`config.mk`:
```
export PLATFORM = sky130hd
export DESIGN_NAME = h264_nalu_fua_fragmenter
export DESIGN_NICKNAME = d
export VERILOG_FILES = /design/src/hw/rtl/fuf_pkg.sv /design/src/hw/rtl/h264_nalu_fua_fragmenter.sv /design/src/hw/rtl/fuf_front.sv /design/src/hw/rtl/fuf_fifo.sv /design/src/hw/rtl/fuf_back.sv
export SDC_FILE = /design/constraint.sdc
export NUM_CORES = 1
export LEC_CHECK = 0
export BUFFER_PORTS_ARGS = -buffer_cell sky130_fd_sc_hd__buf_2
export CORE_MARGIN = 3
export CORE_UTILIZATION = 45
export CTS_CLUSTER_DIAMETER = 80
export CTS_CLUSTER_SIZE = 10
export DETAILED_ROUTE_END_ITERATION = 8
export GPL_TIMING_DRIVEN = 0
export SETUP_SLACK_MARGIN = 0.15
export SLEW_MARGIN = 20
export SYNTH_ARGS = -nofsm -noshare
export SYNTH_HDL_FRONTEND = slang
export SYNTH_SLANG_ARGS = --single-unit
```
`constraint.sdc`:
```
create_clock -name clk -period 4.2 [get_ports clk]
set_input_delay 0.21 -clock clk [delete_from_list [all_inputs] [get_ports clk]]
set_output_delay 0.21 -clock clk [all_outputs]
set_load 0.1 [all_outputs]
```
`src/hw/rtl/fuf_pkg.sv`:
```
// Shared types and constants for the H.264 FU-A fragmenter.
package fuf_pkg;

    localparam int CFG_INDEX_WIDTH = 8;
    localparam logic [CFG_INDEX_WIDTH-1:0] REG_FRAGMENT_SIZE  = 8'd0;
    localparam logic [CFG_INDEX_WIDTH-1:0] REG_TIMESTAMP_STEP = 8'd1;

    localparam logic [11:0] FRAGMENT_SIZE_RESET  = 12'd1300;
    localparam logic [31:0] TIMESTAMP_STEP_RESET = 32'd3600;

    localparam logic [7:0] FU_A_TYPE  = 8'h1C;
    localparam logic [7:0] TYPE_MASK  = 8'h1F;
    localparam logic [7:0] NRI_F_MASK = 8'hE0;
    localparam logic [7:0] FU_START   = 8'h80;
    localparam logic [7:0] FU_END     = 8'h40;

    localparam int FIFO_DEPTH     = 4;
    localparam int FIFO_PTR_WIDTH = $clog2(FIFO_DEPTH);
    localparam int FIFO_CNT_WIDTH = $clog2(FIFO_DEPTH + 1);

    // One queued job: optional two header beats, then one data beat.
    typedef struct packed {
        logic       has_hdr;
        logic [7:0] ind_byte;
        logic [7:0] fu_byte;
        logic [7:0] data_byte;
        logic       pkt_end;
        logic       unit_last;
    } fuf_entry_t;

    typedef struct packed {
        logic       push;
        fuf_entry_t entry;
    } fuf_push_t;

    typedef struct packed {
        logic       full;
        logic       empty;
        fuf_entry_t head;
    } fuf_status_t;

endpackage

```
`src/hw/rtl/h264_nalu_fua_fragmenter.sv`:
```
// H.264 NAL unit to RTP single-NAL / FU-A packet fragmenter, top level.
// An input beat is written into the job queue, then loaded into the output register.
// Throughput: one input beat per cycle; an FU-A packet start adds two header beats,
// output runs at one beat per cycle while out_stall is low, a four-entry job queue
// absorbs the bursts and the input stalls while it is full.
// Reset (rst_n, async low) clears unit state, queue and output; fragment_size
// returns to 1300 and timestamp_step to 3600.
module h264_nalu_fua_fragmenter
    import fuf_pkg::*;
#(
    parameter int LENGTH_WIDTH = 20
)
(
    input  logic                       clk,
    input  logic                       rst_n,
    input  logic                       in_valid,
    output logic                       in_stall,
    input  logic [7:0]                 nalu_byte,
    input  logic                       unit_start,
    input  logic [LENGTH_WIDTH-1:0]    unit_length,
    output logic                       out_valid,
    input  logic                       out_stall,
    output logic [7:0]                 out_byte,
    output logic                       packet_end,
    output logic [31:0]                timestamp_add,
    input  logic                       cfg_valid,
    output logic                       cfg_ready,
    input  logic [CFG_INDEX_WIDTH-1:0] cfg_index,
    input  logic [31:0]                cfg_data
);

    logic [11:0] fragment_size_reg;
    logic [31:0] timestamp_step_reg;
    fuf_push_t   push;
    fuf_status_t status;
    logic        pop;
    logic        in_accept;

    assign cfg_ready = 1'b1;
    assign in_stall  = status.full;
    assign in_accept = in_valid && !in_stall;

    always_ff @(posedge clk or negedge rst_n)
    begin
        if (!rst_n)
        begin
            fragment_size_reg  <= FRAGMENT_SIZE_RESET;
            timestamp_step_reg <= TIMESTAMP_STEP_RESET;
        end
        else if (cfg_valid && cfg_ready)
        begin
            if (cfg_index == REG_FRAGMENT_SIZE)
            begin
                fragment_size_reg <= cfg_data[11:0];
            end
            else if (cfg_index == REG_TIMESTAMP_STEP)
            begin
                timestamp_step_reg <= cfg_data;
            end
        end
    end

    fuf_front #(
        .LENGTH_WIDTH (LENGTH_WIDTH)
    ) u_front (
        .clk           (clk),
        .rst_n         (rst_n),
        .accept        (in_accept),
        .nalu_byte     (nalu_byte),
        .unit_start    (unit_start),
        .unit_length   (unit_length),
        .fragment_size (fragment_size_reg),
        .push_out      (push)
    );

    fuf_fifo u_fifo (
        .clk     (clk),
        .rst_n   (rst_n),
        .push_in (push),
        .pop     (pop),
        .status  (status)
    );

    fuf_back u_back (
        .clk            (clk),
        .rst_n          (rst_n),
        .status         (status),
        .timestamp_step (timestamp_step_reg),
        .pop            (pop),
        .out_valid      (out_valid),
        .out_stall      (out_stall),
        .out_byte       (out_byte),
        .packet_end     (packet_end),
        .timestamp_add  (timestamp_add)
    );

endmodule

```
`src/hw/rtl/fuf_front.sv`:
```
// Front end: accepts NAL unit bytes and classifies them into output jobs.
module fuf_front
    import fuf_pkg::*;
#(
    parameter int LENGTH_WIDTH = 20
)
(
    input  logic                    clk,
    input  logic                    rst_n,
    input  logic                    accept,
    input  logic [7:0]              nalu_byte,
    input  logic                    unit_start,
    input  logic [LENGTH_WIDTH-1:0] unit_length,
    input  logic [11:0]             fragment_size,
    output fuf_push_t               push_out
);

    logic [LENGTH_WIDTH-1:0] bytes_left_reg, bytes_left_next;
    logic [11:0]             fill_count_reg, fill_count_next;
    logic [7:0]              indicator_reg, indicator_next;
    logic [4:0]              unit_type_reg, unit_type_next;
    logic                    fragmenting_reg, fragmenting_next;
    logic                    first_pending_reg, first_pending_next;

    logic [11:0]             fs;
    logic [LENGTH_WIDTH-1:0] fs_ext;
    logic [LENGTH_WIDTH-1:0] len;
    logic [LENGTH_WIDTH-1:0] len_m1;
    logic [LENGTH_WIDTH-1:0] bl_dec;
    logic [11:0]             fill_inc;
    logic [7:0]              fu_byte;

    always_comb
    begin
        fs       = (fragment_size == 12'd0) ? 12'd1 : fragment_size;
        fs_ext   = LENGTH_WIDTH'(fs);
        len      = (unit_length == '0) ? LENGTH_WIDTH'(1) : unit_length;
        len_m1   = len - LENGTH_WIDTH'(1);
        bl_dec   = bytes_left_reg - LENGTH_WIDTH'(1);
        fill_inc = fill_count_reg + 12'd1;
        fu_byte  = {3'b000, unit_type_reg};
        if (first_pending_reg)
        begin
            fu_byte = fu_byte | FU_START;
        end
        if (bytes_left_reg <= fs_ext)
        begin
            fu_byte = fu_byte | FU_END;
        end
    end

    always_comb
    begin
        bytes_left_next    = bytes_left_reg;
        fill_count_next    = fill_count_reg;
        indicator_next     = indicator_reg;
        unit_type_next     = unit_type_reg;
        fragmenting_next   = fragmenting_reg;
        first_pending_next = first_pending_reg;

        push_out.push               = 1'b0;
        push_out.entry.has_hdr      = 1'b0;
        push_out.entry.ind_byte     = indicator_reg;
        push_out.entry.fu_byte      = fu_byte;
        push_out.entry.data_byte    = nalu_byte;
        push_out.entry.pkt_end      = 1'b0;
        push_out.entry.unit_last    = 1'b0;

        if (accept)
        begin
            if (unit_start)
            begin
                bytes_left_next = len_m1;
                fill_count_next = 12'd0;
                if (len_m1 <= fs_ext)
                begin
                    fragmenting_next         = 1'b0;
                    first_pending_next       = 1'b0;
                    push_out.push            = 1'b1;
                    push_out.entry.pkt_end   = (len_m1 == '0);
                    push_out.entry.unit_last = (len_m1 == '0);
                end
                else
                begin
                    fragmenting_next   = 1'b1;
                    first_pending_next = 1'b1;
                    indicator_next     = (nalu_byte & NRI_F_MASK) | FU_A_TYPE;
                    unit_type_next     = nalu_byte[4:0] & TYPE_MASK[4:0];
                end
            end
            else if (bytes_left_reg != '0)
            begin
                bytes_left_next          = bl_dec;
                push_out.push            = 1'b1;
                if (!fragmenting_reg)
                begin
                    push_out.entry.pkt_end   = (bl_dec == '0);
                    push_out.entry.unit_last = (bl_dec == '0);
                end
                else
                begin
                    push_out.entry.has_hdr = (fill_count_reg == 12'd0);
                    if (fill_count_reg == 12'd0)
                    begin
                        first_pending_next = 1'b0;
                    end
                    fill_count_next = fill_inc;
                    if (bl_dec == '0)
                    begin
                        push_out.entry.pkt_end   = 1'b1;
                        push_out.entry.unit_last = 1'b1;
                        fill_count_next          = 12'd0;
                        fragmenting_next         = 1'b0;
                    end
                    else if (fill_inc >= fs)
                    begin
                        push_out.entry.pkt_end = 1'b1;
                        fill_count_next        = 12'd0;
                    end
                end
            end
        end
    end

    always_ff @(posedge clk or negedge rst_n)
    begin
        if (!rst_n)
        begin
            bytes_left_reg    <= '0;
            fill_count_reg    <= '0;
            indicator_reg     <= '0;
            unit_type_reg     <= '0;
            fragmenting_reg   <= 1'b0;
            first_pending_reg <= 1'b0;
        end
        else
        begin
            bytes_left_reg    <= bytes_left_next;
            fill_count_reg    <= fill_count_next;
            indicator_reg     <= indicator_next;
            unit_type_reg     <= unit_type_next;
            fragmenting_reg   <= fragmenting_next;
            first_pending_reg <= first_pending_next;
        end
    end

    fill_bounded: assert property (@(posedge clk) disable iff (!rst_n)
        !fragmenting_reg |-> (fill_count_reg == 12'd0))
        else $error("fill count nonzero outside fragmentation");

endmodule

```
`src/hw/rtl/fuf_fifo.sv`:
```
// Short register queue of jobs between front end and back end.
module fuf_fifo
    import fuf_pkg::*;
(
    input  logic        clk,
    input  logic        rst_n,
    input  fuf_push_t   push_in,
    input  logic        pop,
    output fuf_status_t status
);

    fuf_entry_t                slots_reg [FIFO_DEPTH];
    logic [FIFO_PTR_WIDTH-1:0] wr_ptr_reg, wr_ptr_next;
    logic [FIFO_PTR_WIDTH-1:0] rd_ptr_reg, rd_ptr_next;
    logic [FIFO_CNT_WIDTH-1:0] count_reg, count_next;
    logic                      do_push;
    logic                      do_pop;

    always_comb
    begin
        status.full  = (count_reg == FIFO_CNT_WIDTH'(FIFO_DEPTH));
        status.empty = (count_reg == '0);
        status.head  = slots_reg[rd_ptr_reg];
        do_push      = push_in.push && !status.full;
        do_pop       = pop && !status.empty;
        wr_ptr_next  = do_push ? wr_ptr_reg + FIFO_PTR_WIDTH'(1) : wr_ptr_reg;
        rd_ptr_next  = do_pop ? rd_ptr_reg + FIFO_PTR_WIDTH'(1) : rd_ptr_reg;
        count_next   = count_reg;
        if (do_push && !do_pop)
        begin
            count_next = count_reg + FIFO_CNT_WIDTH'(1);
        end
        else if (do_pop && !do_push)
        begin
            count_next = count_reg - FIFO_CNT_WIDTH'(1);
        end
    end

    always_ff @(posedge clk)
    begin
        if (do_push)
        begin
            slots_reg[wr_ptr_reg] <= push_in.entry;
        end
    end

    always_ff @(posedge clk or negedge rst_n)
    begin
        if (!rst_n)
        begin
            wr_ptr_reg <= '0;
            rd_ptr_reg <= '0;
            count_reg  <= '0;
        end
        else
        begin
            wr_ptr_reg <= wr_ptr_next;
            rd_ptr_reg <= rd_ptr_next;
            count_reg  <= count_next;
        end
    end

    count_in_range: assert property (@(posedge clk) disable iff (!rst_n)
        count_reg <= FIFO_CNT_WIDTH'(FIFO_DEPTH))
        else $error("queue count out of range");

    no_push_full: assert property (@(posedge clk) disable iff (!rst_n)
        push_in.push |-> !status.full)
        else $error("push into full queue");

    no_pop_empty: assert property (@(posedge clk) disable iff (!rst_n)
        pop |-> !status.empty)
        else $error("pop from empty queue");

endmodule

```
`src/hw/rtl/fuf_back.sv`:
```
// Back end: expands queued jobs into output beats behind an output register.
module fuf_back
    import fuf_pkg::*;
(
    input  logic        clk,
    input  logic        rst_n,
    input  fuf_status_t status,
    input  logic [31:0] timestamp_step,
    output logic        pop,
    output logic        out_valid,
    input  logic        out_stall,
    output logic [7:0]  out_byte,
    output logic        packet_end,
    output logic [31:0] timestamp_add
);

    typedef enum logic [2:0] {
        PH_FIRST = 3'b001,
        PH_FU    = 3'b010,
        PH_DATA  = 3'b100
    } phase_t;

    phase_t      phase_reg, phase_next;
    logic        valid_reg, valid_next;
    logic [7:0]  byte_reg, byte_next;
    logic        end_reg, end_next;
    logic [31:0] ts_reg, ts_next;
    logic        load;
    logic        data_beat;

    always_comb
    begin
        load       = (!valid_reg || !out_stall) && !status.empty;
        phase_next = phase_reg;
        data_beat  = 1'b0;
        byte_next  = status.head.data_byte;
        case (phase_reg)
            PH_FIRST:
            begin
                if (status.head.has_hdr)
                begin
                    byte_next  = status.head.ind_byte;
                    phase_next = load ? PH_FU : PH_FIRST;
                end
                else
                begin
                    data_beat = 1'b1;
                end
            end
            PH_FU:
            begin
                byte_next  = status.head.fu_byte;
                phase_next = load ? PH_DATA : PH_FU;
            end
            PH_DATA:
            begin
                data_beat  = 1'b1;
                phase_next = load ? PH_FIRST : PH_DATA;
            end
            default:
            begin
                phase_next = PH_FIRST;
            end
        endcase
        pop        = load && data_beat;
        end_next   = data_beat && status.head.pkt_end;
        ts_next    = (data_beat && status.head.unit_last) ? timestamp_step : 32'd0;
        valid_next = valid_reg;
        if (load)
        begin
            valid_next = 1'b1;
        end
        else if (!out_stall)
        begin
            valid_next = 1'b0;
        end
    end

    always_ff @(posedge clk)
    begin
        if (load)
        begin
            byte_reg <= byte_next;
            end_reg  <= end_next;
            ts_reg   <= ts_next;
        end
    end

    always_ff @(posedge clk or negedge rst_n)
    begin
        if (!rst_n)
        begin
            phase_reg <= PH_FIRST;
            valid_reg <= 1'b0;
        end
        else
        begin
            phase_reg <= phase_next;
            valid_reg <= valid_next;
        end
    end

    assign out_valid     = valid_reg;
    assign out_byte      = byte_reg;
    assign packet_end    = end_reg;
    assign timestamp_add = ts_reg;

    hdr_phase_has_job: assert property (@(posedge clk) disable iff (!rst_n)
        (phase_reg != PH_FIRST) |-> (!status.empty && status.head.has_hdr))
        else $error("header phase without a header job");

    ts_only_on_end: assert property (@(posedge clk) disable iff (!rst_n)
        (out_valid && !packet_end) |-> (timestamp_add == 32'd0))
        else $error("timestamp step off a packet end");

endmodule
```
==> key figures <==
Run status
  • Status: finished, violations left
  • Failing checks: negative setup slack

Placement
  • Placed Cells: 1321
  • Dpl hpwl: between 15 and 20 mm
  • Routability Congestion: between 0.8 and 0.9
  • IO buf count: 115

Drt
  • DRT antenna net count: 0
  • Wire per inst: about 18 µm
  • DR iter-0 viols: between 600 and 700
  • Via count: around 7800
  • Total DRC errors in the routed layout: 0
  • DRT Wirelength: between 20 and 30 mm
  • Routed vias/inst: roughly 5.4
  • Pre-antenna DRT Iters: 5

Logic synthesis
  • Post-synth EDFFs: roughly 130
  • Cell Area, Synth: ~11000 µm²
  • Largest cells by area after synthesis: edfxtp_1 (35%), dfrtp_1 (20%), ha_1 (5.3%)
  • Asr flop ratio synth: a little over two fifths
  • Post-synthesis sequential area ratio: between 50 and 60%
  • Area leader, netlist: edfxtp_1
  • Post-Syn Nets: 1007
  • Mean Syn Cell Area: approximately 12 µm²
  • Mapped Cells: 885
  • Main flop type after synthesis: edfxtp_1
  • #FFs+latches synth: 227
  • Share of the synthesized area in the top cell type: about a third
  • Yosys warnings: 0
  • Library cells used by synthesis: 64

GRT
  • Global-route wire length before repair: 41.59 mm
  • Vias in the first global route: 7574
  • Largest net degree at the start of global routing: 77
  • Initial antenna violation count: 0
  • GRT Total Usage: between 15 and 20%
  • Remaining global-route overflow: 0

Layout
  • # fillers: a little under 2000
  • # nets final: 1223
  • Synth-to-layout area growth: 23.52%
  • Most common cell after layout, fill and taps aside: edfxtp_1
  • Final core occ: a little under three fifths
  • Largest register FFs: 88
  • Share of cells above drive strength 1: 25.62%
  • Most frequent cells in the layout: edfxtp_1 (129), buf_2 (118), dfrtp_1 (89)
  • Non-Filler Instances: 1439
  • Antenna diodes: 0

Critical path
  • Max incr delay on CP: approximately 0.52 ns
  • Reg2reg end: u_front.fill_count_reg[9]
  • FF-to-FF Start: u_front.fill_count_reg[0]
  • Type of the worst setup path: input pin to flop
  • Max FO, Critical Path: 4
  • Cells along the critical path: buf_8 > or4_4 > or4_4 > buf_6 > nor2_4 > a21oi_4 > ha_4 > nor3b_4 > nand2_2 > nor2_2 > xor2_2 > ha_1 > nand4_1 > or3_4 > a211o_4 > a21boi_4 > ha_4 > inv_2 > fa_2 > xor2_1 > nor2_1 > xor2_1
  • Startpoint Class: input pin
  • Worst setup EP type: flop
  • CP max-delay cell: or4_4
  • Reg2Reg Depth: 13
  • Worst path arrival time: around 4.7 ns
  • Worst path required time: 4.64 ns
  • R2R setup slack: between 0.5 and 0.6 ns

Floorplan
  • Top Ports: around 120
  • Die area: around 26000 µm²
  • Starting Density: between 40% and 50%
  • Std cell rows: 56
  • Chip height: between 150 and 200 µm
  • Floorplan die width: 162.3 µm
  • CORE AREA: ~24000 µm²

Timing
  • Peak Freq: about 230 MHz
  • Worst hold slack: between 0.03 and 0.04 ns
  • Slew headroom: roughly 37%
  • Endpoints failing setup: 2
  • Final worst setup slack: -0.06496 ns
  • RSZ-0062 raised after global routing: true
  • Worst slew pin tran: 0.9436 ns
  • Final min period: approximately 4.3 ns
  • Setup Skew: 0.01680 ns
  • Final TNS setup: -0.1010 ns
  • Pins Over Slew Limit: 0
  • Period Utilization, post-route: 101.5%
  • Final Hold Vio Count: 0

Pwr
  • Power Total: 0.008171 W
  • P_leak: 5.685 nW
  • Peak VDD IR: ~0.32 mV
  • Power per cell area: 601.7 nW/µm²

Clock tree
  • Num CTS Buffers: 26
  • Clock latency on the worst-skew pair: about 0.53 ns
  • Clock root cell: clkbuf_16
  • CTS Sinks: around 230
  • Max clock buf depth: 3
  • CTS tree: done
  • Clk slew on worst S/H paths: ~0.050 ns
  • Max H-tree Level: 1

Min path
  • Hold endpoint: u_front.bytes_left_reg[17]
  • Worst Hold Path Cells: 3
  • Hold Path Origin: unit_length[17]
  • Hold Crit Class: input pin to flop

Run
  • Max-cap violations: 0
## area by class of cell
| type | instances | area, µm² | share of cell area [%] |
|---|---|---|---|
| Sequential cell | 227 | 6337 | 46.66 |
| Multi-Input combinational cell | 594 | 4578 | 33.71 |
| Timing Repair Buffer | 176 | 1201 | 8.845 |
| Clock buffer | 45 | 721.9 | 5.316 |
| Tap cell | 319 | 399.1 | 2.939 |
| Buffer | 43 | 197.7 | 1.456 |
| Inverter | 33 | 123.9 | 0.9121 |
| Clock inverter | 2 | 21.27 | 0.1566 |
## power breakdown
group / leakage (nW) / switching (W) / total (W) / internal (W)
Sequential: 2.41 / 0.000293 / 0.00318 / 0.00289
Combinational: 2.92 / 0.00206 / 0.00299 / 0.000933
Clock: 0.354 / 0.000843 / 0.00200 / 0.00116
## synthesized netlist by cell type, types with 23 or more instances
library cell and count:
a21oi_1 33, edfxtp_1 129, nand2_1 61, ha_1 47, nand3_1 28, mux2_2 42, clkbuf_1 27, and2_1 42
inv_1 33, nor2_1 52, o21ai_0 41, nor3_1 23, dfrtp_1 89
## through the flow
| stage | setup slack [ns] | instance area (µm²) |
|---|---|---|
| 2_1_floorplan | -0.2568 | 11050 |
| 3_3_place_gp | -0.9496 | 12030 |
| 3_5_place_dp | -0.9390 | 12080 |
| 4_1_cts | -0.09635 | 13500 |
| 5_1_grt | -0.2143 | 13580 |
| 6_report | -0.06496 | 13580 |
## logic make-up after synthesis
group                      share of synthesized area [%]
DFF                                                57.64
adders and majority gates                          5.531
buffers and inverters                              2.834
other                                            0.03411
and+or+nand+nor                                    13.83
AOI/OAI and AO/OA                                  8.444
xor gates and xnor gates                           2.470
muxes                                              9.218
## worst max-delay path by stage
stage / start / to / slack, ns / cells past startpoint
floorplan: unit_length[15] / u_fifo.count_reg[2] / -0.26 / 21
global placement: unit_length[15] / u_fifo.count_reg[2] / -0.95 / 23
detailed placement: unit_length[15] / u_fifo.count_reg[2] / -0.94 / 23
CTS: unit_length[14] / u_fifo.count_reg[2] / -0.1 / 23
global route: unit_length[16] / u_fifo.count_reg[2] / -0.21 / 22
finish: unit_length[14] / u_fifo.count_reg[2] / -0.06 / 22
## worst max-delay path: cells and delay by family
family / cells / cell delay (ns)
AOI/OAI and AO/OA: 3 / 0.65
xor gates and xnor gates: 3 / 0.46
adders and majority gates: 4 / 1.00
buffers and inverters: 3 / 0.27
and+or+nand+nor: 9 / 2.11
## what timing repair did
item / CTS / global route
hold endpoints to repair: 176 / 0
endpoints found under the setup margin: 91 / 107
gates cloned: 12 / 0
resized for setup: 21 / 13
setup buffers: 12 / 3
hold buffers: 44 / 0
pin swaps: 18 / 9
## layer usage
metal	global-route usage (%)	part of all wire, %	vias up
met1	28.62	46	3756
met5	0	0	-
met2	32.27	47	216
li1	-	-	3752
met3	3.366	5.6	31
met4	4.033	1.5	0
No activity file was read; power rests on OpenSTA's default activity.
